$ cat src/sv/hafr_pkg.sv
package hafr_pkg;

  localparam logic [7:0]  FlagByte = 8'h7E;
  localparam logic [7:0]  EscByte  = 8'h7D;
  localparam logic [7:0]  EscMask  = 8'h20;
  localparam logic [15:0] FcsPoly  = 16'h8408;
  localparam logic [15:0] FcsInit  = 16'hFFFF;

  // Longest expansion of one request: flag, two-byte escape of the payload,
  // two two-byte escapes of the FCS, closing flag.
  localparam int unsigned MaxOut  = 8;
  localparam int unsigned OutIdxW = $clog2(MaxOut);
  localparam int unsigned OutCntW = $clog2(MaxOut + 1);

  // One expanded request, handed from the encoder to the emitter.
  typedef struct packed {
    logic [MaxOut-1:0][7:0] bytes;
    logic [OutIdxW-1:0]     last_idx;
    logic                   fend;
  } hafr_item_t;

  function automatic logic needs_esc(input logic [7:0] b);
    needs_esc = (b == FlagByte) || (b == EscByte);
  endfunction

  // FCS-16, reflected, one byte.
  function automatic logic [15:0] fcs_step(input logic [15:0] fcs, input logic [7:0] b);
    logic [15:0] r;
    r = fcs ^ {8'h00, b};
    for (int k = 0; k < 8; k++) begin
      r = r[0] ? ((r >> 1) ^ FcsPoly) : (r >> 1);
    end
    fcs_step = r;
  endfunction

endpackage

$ cat src/sv/hafr_encode.sv
module hafr_encode
  import hafr_pkg::*;
(
  input  logic       clk_i,
  input  logic       rst_ni,
  input  logic       in_valid_i,
  output logic       in_ready_o,
  input  logic [7:0] data_byte_i,
  input  logic       last_byte_i,
  output logic       item_valid_o,
  input  logic       item_take_i,
  output hafr_item_t item_o
);

  logic        s1_valid_q, s1_valid_d;
  logic [7:0]  byte_q;
  logic        last_q;
  logic [15:0] fcs_q, fcs_d;
  logic        in_frame_q, in_frame_d;
  logic        in_acc;
  logic        take;
  logic [15:0] fcs_new;
  logic [15:0] fcs_res;
  logic [2:0][7:0] piece;
  logic [OutCntW-1:0] pos;
  hafr_item_t  item;

  assign in_acc       = in_valid_i && in_ready_o;
  assign take         = s1_valid_q && item_take_i;
  assign in_ready_o   = !s1_valid_q || item_take_i;
  assign item_valid_o = s1_valid_q;
  assign item_o       = item;

  always_comb begin
    s1_valid_d = s1_valid_q;
    if (in_acc) begin
      s1_valid_d = 1'b1;
    end else if (take) begin
      s1_valid_d = 1'b0;
    end
  end

  always_ff @(posedge clk_i or negedge rst_ni) begin
    if (!rst_ni) begin
      s1_valid_q <= 1'b0;
    end else begin
      s1_valid_q <= s1_valid_d;
    end
  end

  always_ff @(posedge clk_i) begin
    if (in_acc) begin
      byte_q <= data_byte_i;
      last_q <= last_byte_i;
    end
  end

  // Expand the held request into its line bytes.
  always_comb begin
    fcs_new  = fcs_step(fcs_q, byte_q);
    fcs_res  = ~fcs_new;
    piece[0] = byte_q;
    piece[1] = fcs_res[7:0];
    piece[2] = fcs_res[15:8];
    item     = '0;
    pos      = '0;
    if (!in_frame_q) begin
      item.bytes[pos[OutIdxW-1:0]] = FlagByte;
      pos = pos + 1'b1;
    end
    for (int k = 0; k < 3; k++) begin
      if (k == 0 || last_q) begin
        if (needs_esc(piece[k])) begin
          item.bytes[pos[OutIdxW-1:0]] = EscByte;
          pos = pos + 1'b1;
          item.bytes[pos[OutIdxW-1:0]] = piece[k] ^ EscMask;
        end else begin
          item.bytes[pos[OutIdxW-1:0]] = piece[k];
        end
        pos = pos + 1'b1;
      end
    end
    if (last_q) begin
      item.bytes[pos[OutIdxW-1:0]] = FlagByte;
      item.fend = 1'b1;
      pos = pos + 1'b1;
    end
    item.last_idx = OutIdxW'(pos - 1'b1);
  end

  always_comb begin
    fcs_d      = fcs_q;
    in_frame_d = in_frame_q;
    if (take) begin
      fcs_d      = last_q ? FcsInit : fcs_new;
      in_frame_d = !last_q;
    end
  end

  always_ff @(posedge clk_i or negedge rst_ni) begin
    if (!rst_ni) begin
      fcs_q      <= FcsInit;
      in_frame_q <= 1'b0;
    end else begin
      fcs_q      <= fcs_d;
      in_frame_q <= in_frame_d;
    end
  end

  a_close_resets: assert property (@(posedge clk_i) disable iff (!rst_ni)
    (take && last_q) |=> (!in_frame_q && fcs_q == FcsInit))
    else $error("frame close did not restore FCS and frame state");

  a_open_flag: assert property (@(posedge clk_i) disable iff (!rst_ni)
    (s1_valid_q && !in_frame_q) |-> (item.bytes[0] == FlagByte))
    else $error("new frame missing opening flag");

  a_mid_no_fend: assert property (@(posedge clk_i) disable iff (!rst_ni)
    (take && !last_q) |=> in_frame_q)
    else $error("frame closed on a non-final byte");

endmodule

$ cat src/sv/hafr_emit.sv
module hafr_emit
  import hafr_pkg::*;
(
  input  logic       clk_i,
  input  logic       rst_ni,
  input  logic       item_valid_i,
  output logic       item_take_o,
  input  hafr_item_t item_i,
  output logic       out_valid_o,
  input  logic       out_ready_i,
  output logic [7:0] out_byte_o,
  output logic       run_last_o,
  output logic       frame_end_o
);

  hafr_item_t          buf_q;
  logic                buf_valid_q, buf_valid_d;
  logic [OutIdxW-1:0]  idx_q, idx_d;
  logic                at_last;
  logic                out_acc;
  logic                can_load;
  logic                load;

  assign at_last     = (idx_q == buf_q.last_idx);
  assign out_acc     = buf_valid_q && out_ready_i;
  assign can_load    = !buf_valid_q || (out_ready_i && at_last);
  assign load        = can_load && item_valid_i;
  assign item_take_o = can_load;

  assign out_valid_o = buf_valid_q;
  assign out_byte_o  = buf_q.bytes[idx_q];
  assign run_last_o  = at_last;
  assign frame_end_o = at_last && buf_q.fend;

  always_comb begin
    buf_valid_d = buf_valid_q;
    idx_d       = idx_q;
    if (load) begin
      buf_valid_d = 1'b1;
      idx_d       = '0;
    end else if (out_acc) begin
      if (at_last) begin
        buf_valid_d = 1'b0;
      end else begin
        idx_d = idx_q + 1'b1;
      end
    end
  end

  always_ff @(posedge clk_i or negedge rst_ni) begin
    if (!rst_ni) begin
      buf_valid_q <= 1'b0;
      idx_q       <= '0;
    end else begin
      buf_valid_q <= buf_valid_d;
      idx_q       <= idx_d;
    end
  end

  always_ff @(posedge clk_i) begin
    if (load) begin
      buf_q <= item_i;
    end
  end

  a_idx_range: assert property (@(posedge clk_i) disable iff (!rst_ni)
    buf_valid_q |-> (idx_q <= buf_q.last_idx))
    else $error("emit index past end of request");

  a_fend_is_flag: assert property (@(posedge clk_i) disable iff (!rst_ni)
    (buf_valid_q && frame_end_o) |-> (out_byte_o == FlagByte))
    else $error("frame end on a non-flag byte");

endmodule

$ cat src/sv/hdlc_async_framer.sv
// Channel | Direction | Handshake              | Payload
// in      | input     | in_valid_i/in_ready_o   | data_byte_i, last_byte_i
// out     | output    | out_valid_o/out_ready_i | out_byte_o, run_last_o, frame_end_o
//
// Each request yields 1 to 8 line bytes, one per cycle on the out channel while
// out_ready_i is high, limited by the emitter's byte register (1 to 2 line bytes
// per mid-frame request, up to 8 for one that opens and closes a frame). An
// accepted request passes through the encoder's input register and the emitter's
// byte register before its first line byte goes out. Reset clears all control state,
// the FCS to 0xFFFF and the frame-open flag; no clearing pass is needed. A stall
// on out holds the current byte; the input register still takes one more request.
module hdlc_async_framer
  import hafr_pkg::*;
(
  input  logic       clk_i,
  input  logic       rst_ni,
  input  logic       in_valid_i,
  output logic       in_ready_o,
  input  logic [7:0] data_byte_i,
  input  logic       last_byte_i,
  output logic       out_valid_o,
  input  logic       out_ready_i,
  output logic [7:0] out_byte_o,
  output logic       run_last_o,
  output logic       frame_end_o
);

  // Encoder: input register, FCS and frame state, expansion of one request
  // into its flag, escaped bytes, FCS bytes and closing flag.
  hafr_item_t item;
  logic       item_valid;
  logic       item_take;

  hafr_encode u_encode (
    .clk_i       (clk_i),
    .rst_ni      (rst_ni),
    .in_valid_i  (in_valid_i),
    .in_ready_o  (in_ready_o),
    .data_byte_i (data_byte_i),
    .last_byte_i (last_byte_i),
    .item_valid_o(item_valid),
    .item_take_i (item_take),
    .item_o      (item)
  );

  // Emitter: hold the expanded request and advance one byte per accepted
  // output; reload in the same cycle the final byte goes out.
  hafr_emit u_emit (
    .clk_i       (clk_i),
    .rst_ni      (rst_ni),
    .item_valid_i(item_valid),
    .item_take_o (item_take),
    .item_i      (item),
    .out_valid_o (out_valid_o),
    .out_ready_i (out_ready_i),
    .out_byte_o  (out_byte_o),
    .run_last_o  (run_last_o),
    .frame_end_o (frame_end_o)
  );

endmodule
$ cat config.mk
export PLATFORM = sky130hd
export DESIGN_NAME = hdlc_async_framer
export DESIGN_NICKNAME = d
export VERILOG_FILES = /design/src/sv/hafr_pkg.sv /design/src/sv/hafr_encode.sv /design/src/sv/hafr_emit.sv /design/src/sv/hdlc_async_framer.sv
export SDC_FILE = /design/constraint.sdc
export NUM_CORES = 1
export LEC_CHECK = 0
export ABC_AREA = 1
export CORE_UTILIZATION = 65
export CTS_BUF_LIST = sky130_fd_sc_hd__clkbuf_8 sky130_fd_sc_hd__clkbuf_16
export DETAILED_ROUTE_END_ITERATION = 16
export DONT_BUFFER_PORTS = 1
export MAX_ROUTING_LAYER = met4
export PLACE_DENSITY = 0.81
export SLEW_MARGIN = 0
export SYNTH_ARGS = -nofsm -noshare
export SYNTH_HDL_FRONTEND = slang
export SYNTH_HIERARCHICAL = 1
export SYNTH_SLANG_ARGS = --single-unit
$ cat constraint.sdc
create_clock -name clk_i -period 6.15 [get_ports clk_i]
set_input_delay 0 -clock clk_i [delete_from_list [all_inputs] [get_ports clk_i]]
set_output_delay 0 -clock clk_i [all_outputs]
set_load 0.05 [all_outputs]
==> summary.txt <==
Detailed routing
  – WL/cell: 21.1 um
  – DR iter-0 viols: between 1000 and 1500
  – Pre-Repair DR Iteration Count: 6
  – WL final: between 20000 and 25000 um
  – Final antenna-violating net count: 0
  – DRC: 0
  – Avg Vias per Cell: between 6 and 7
  – Vias: around 7500

Yosys
  – Post-synthesis cell area: 0.00754 sq mm
  – Distinct cells, synth: 55
  – Sequential area share after synthesis: a little under two fifths
  – Avg Cell Area, Syn: 7.36 sq um
  – Syn_nets: 1047
  – Synth warnings: 6
  – Post-synth ARST share: between 20% and 30%
  – Gate Count Post-Synth: 1025
  – Post-synth EDFFs: 77
  – Main flop type after synthesis: edfxtp_1
  – #FFs+latches synth: 99

GRT
  – Met2 Track Usage GR: 68.0%
  – Global-route usage over all layers: between 40% and 50%
  – Largest net degree at the start of global routing: 69
  – Grt met3 use: 9.01%
  – First-pass GRT wire length: 36700 um
  – Global route overflow: 0
  – GR met1 Demand/Resource: 53.1%
  – GR peak layer: met2
  – Initial antenna violation count: 0
  – Vias in the first global route: 6725

Critical path
  – Max Fanout on Critical Path: 23
  – Top cell by count, worst path: nand2_1
  – Slowest stage cell, crit path: dfstp_2
  – Req. time, crit path: about 6.3 ns
  – Arr. time, crit path: between 5 and 6 ns
  – Max incr delay on CP: 0.56 ns
  – Crit Path Category: reg -> reg
  – Worst Setup End Kind: register
  – CP Launch Type: register

Final layout
  – Post-route cell area: roughly 0.0080 sq mm
  – Layout cell share with drive strength beyond 1: 10.7%
  – Final nets: 1035
  – Fillers: between 800 and 900
  – Area growth from synthesis to final layout: 5.61%
  – Post-layout util: 71.9%
  – Non-Filler Instances: between 1000 and 1500
  – Ant diodes: 0

STA
  – Max Clock Skew: approximately 0.011 ns
  – Final period utilization: 87.5%
  – Final setup fails: 0
  – Max Slew Vio Count: 0
  – Fin. Hold Viols: 0
  – Fin worst setup slack: 0.771 ns
  – Worst slew pin tran: 1.02 ns
  – Rel. slew slack: between 30 and 40%
  – Hold slack: 0.0911 ns
  – Setup TNS: 0 ns
  – Final min period: 5.38 ns
  – RSZ-0062 raised after global routing: no
  – Max Fclk: 186 MHz

Clock network
  – Post-cts sizing count: 0
  – CTS sink count: 99
  – Max clock buf depth: 2
  – Root buf cell: clkbuf_16
  – CTS tree: done
  – Num CTS Buffers: 9
  – Clock Latency Late Sink: 0.36 ns
  – Htree depth: 3
  – Clock transition at path regs: about 0.070 ns

Status
  – Status: complete, no violations

Power
  – Sequential share of power: 25.2%
  – Max VDD drop: 452 uV
  – P_leak: between 3 and 4 nW
  – Switching pwr: 2.21 mW
  – Int Power: 1.91 mW
  – Post-route total power: a little over 4 mW
  – Power Density: slightly above 500 mW/mm^2
  – Sw Ratio: between 50 and 60%
  – Combinational share of power: between 50% and 60%
  – Clk pwr share: between 10% and 20%

Min path
  – HP Class: in -> async

Job
  – Max Cap Viol: 0

Floorplanning
  – # IOs: 25
  – Die Span X: 110 um
  – Die ar.: 0.0120 sq mm
  – Chip height: 110 um
  – Initial core utilization: 68.1%
  – Core area: approximately 0.011 sq mm
  – # rows: 38

Placement
  – Worst slack, placed: 0.890 ns
  – Post-DP HPWL: about 18000 um
  – IO buf count: 0
  – Final RePlAce weighted congestion: 1.07
  – Placed cell area: 0.00751 sq mm
  – Placed cell count: around 1100
## per-layer routing
metal	share of wire, %	up-vias
met5	0	-
met1	39	3407
met2	46	545
met3	11	89
li1	-	3418
met4	4.4	0
## state kept, by name, indices dropped and copies added (netlist names)
| register | cells |
|---|---|
| u_emit/buf_q | 68 |
| u_encode/item_valid_o | 1 |
| u_emit/idx_q | 3 |
| u_encode/fcs_q | 16 |
| u_emit/out_valid_o | 1 |
| u_encode/last_q | 1 |
| u_encode/in_frame_q | 1 |
| u_encode/byte_q | 8 |
## Yosys cell counts, types with 4 or more instances
| library cell | instances | area (sq um) |
|---|---|---|
| nand2_1 | 262 | 983 |
| inv_1 | 120 | 450 |
| nor2_1 | 85 | 319 |
| o21ai_0 | 82 | 410 |
| edfxtp_1 | 77 | 2310 |
| nand3_1 | 75 | 375 |
| a21oi_1 | 51 | 255 |
| o22ai_1 | 51 | 319 |
| nand2_2 | 27 | 169 |
| dfstp_2 | 16 | 420 |
| mux2i_1 | 16 | 160 |
| clkbuf_1 | 13 | 48.8 |
| inv_2 | 12 | 45.0 |
| nor3_1 | 12 | 60.1 |
| buf_4 | 10 | 75.1 |
| o211ai_1 | 10 | 75.1 |
| buf_2 | 9 | 45.0 |
| nand4_1 | 9 | 56.3 |
| ha_1 | 8 | 100 |
| buf_6 | 7 | 78.8 |
| dfrtp_1 | 6 | 150 |
| nand2_4 | 6 | 67.6 |
| nand3_2 | 5 | 50.1 |
| a22oi_1 | 4 | 30.0 |
| a31oi_1 | 4 | 25.0 |
| inv_4 | 4 | 25.0 |
## logic make-up (layout without fill, tap and decap cells)
kind of cell,after synthesis,count (layout),synth area share (%)
compound gates,216,216,16.3
xor+xnor,10,10,1.66
fa+ha+maj,9,9,1.59
buf+inv,180,173,10.5
flops,99,99,38.2
mux,16,16,2.12
other cells,1,1,0.0497
simple gates,494,494,29.5
## repair_timing
item / 4_1_cts / 5_1_grt
hold endpoints to repair: 35 / 0
setup buffers: 0 / 0
hold buffers: 13 / 0
## path summary, 6_finish.rpt
check                      depth (start not counted)  slack [ns]                               to                     startpoint
setup / recovery                                  25        0.77        u_emit/buf_q[3]$_DFFE_PP_  u_encode/fcs_q[3]$_DFFE_PN1P_
setup reg to reg                                  25        0.77        u_emit/buf_q[3]$_DFFE_PP_  u_encode/fcs_q[3]$_DFFE_PN1P_
min in group clk_i                                 1        0.26     u_encode/byte_q[6]$_DFFE_PP_                 data_byte_i[6]
max in group asynchronous                          2        5.83    u_encode/fcs_q[4]$_DFFE_PN1P_                         rst_ni
hold reg to reg                                    2        0.52    u_encode/fcs_q[4]$_DFFE_PN1P_  u_encode/fcs_q[4]$_DFFE_PN1P_
hold / removal                                     2        0.09  u_encode/in_frame_q$_DFFE_PN0P_                         rst_ni
## power groups by stage
| stage | combinational (mW) | sequential [mW] | clock (mW) |
|---|---|---|---|
| floorplan | 1.81 | 0.996 | 0 |
| global placement | 2.31 | 1.04 | 0 |
| detailed placement | 2.36 | 1.05 | 0 |
| CTS | 2.38 | 1.04 | 0.616 |
| global route | 2.64 | 1.05 | 0.642 |
| finish | 2.46 | 1.04 | 0.617 |
## area by class of cell
| type | count | area (sq um) | share of cell area, % |
|---|---|---|---|
| tap | 140 | 175 | 2.20 |
| inverter | 138 | 536 | 6.72 |
| sequential | 99 | 2880 | 36.2 |
| multi-input combinational | 746 | 3870 | 48.6 |
| clock inverter | 7 | 88.8 | 1.12 |
| clock buffer | 9 | 225 | 2.83 |
| timing repair buffer | 19 | 185 | 2.32 |
## worst max-delay path: cells and delay by family (launching register included)
family	cells	cell delay, ns
AO/OA/AOI/OAI	3	0.80
XOR/XNOR	2	0.55
adder cells (fa/ha/maj)	4	1.14
buffers and inverters	6	0.72
flip-flops	1	0.56
AND/OR/NAND/NOR	10	1.37
## layout by cell type, fill, tap and decap left out, types with 8 or more instances in the layout
| cell type | synthesis | final |
|---|---|---|
| inv_1 | 120 | 121 |
| mux2i_1 | 16 | 16 |
| dfstp_2 | 16 | 16 |
| dlygate4sd3_1 | 0 | 12 |
| inv_2 | 12 | 12 |
| nand4_1 | 9 | 9 |
| nand3_1 | 75 | 75 |
| o21ai_0 | 82 | 82 |
| nor2_1 | 85 | 84 |
| a21oi_1 | 51 | 51 |
| nand2_1 | 262 | 262 |
| ha_1 | 8 | 8 |
| edfxtp_1 | 77 | 77 |
| nor3_1 | 12 | 12 |
| nand2_2 | 27 | 27 |
| o211ai_1 | 10 | 10 |
| o22ai_1 | 51 | 51 |
| clkbuf_16 | 0 | 9 |
(Power assumes the default switching activity.)
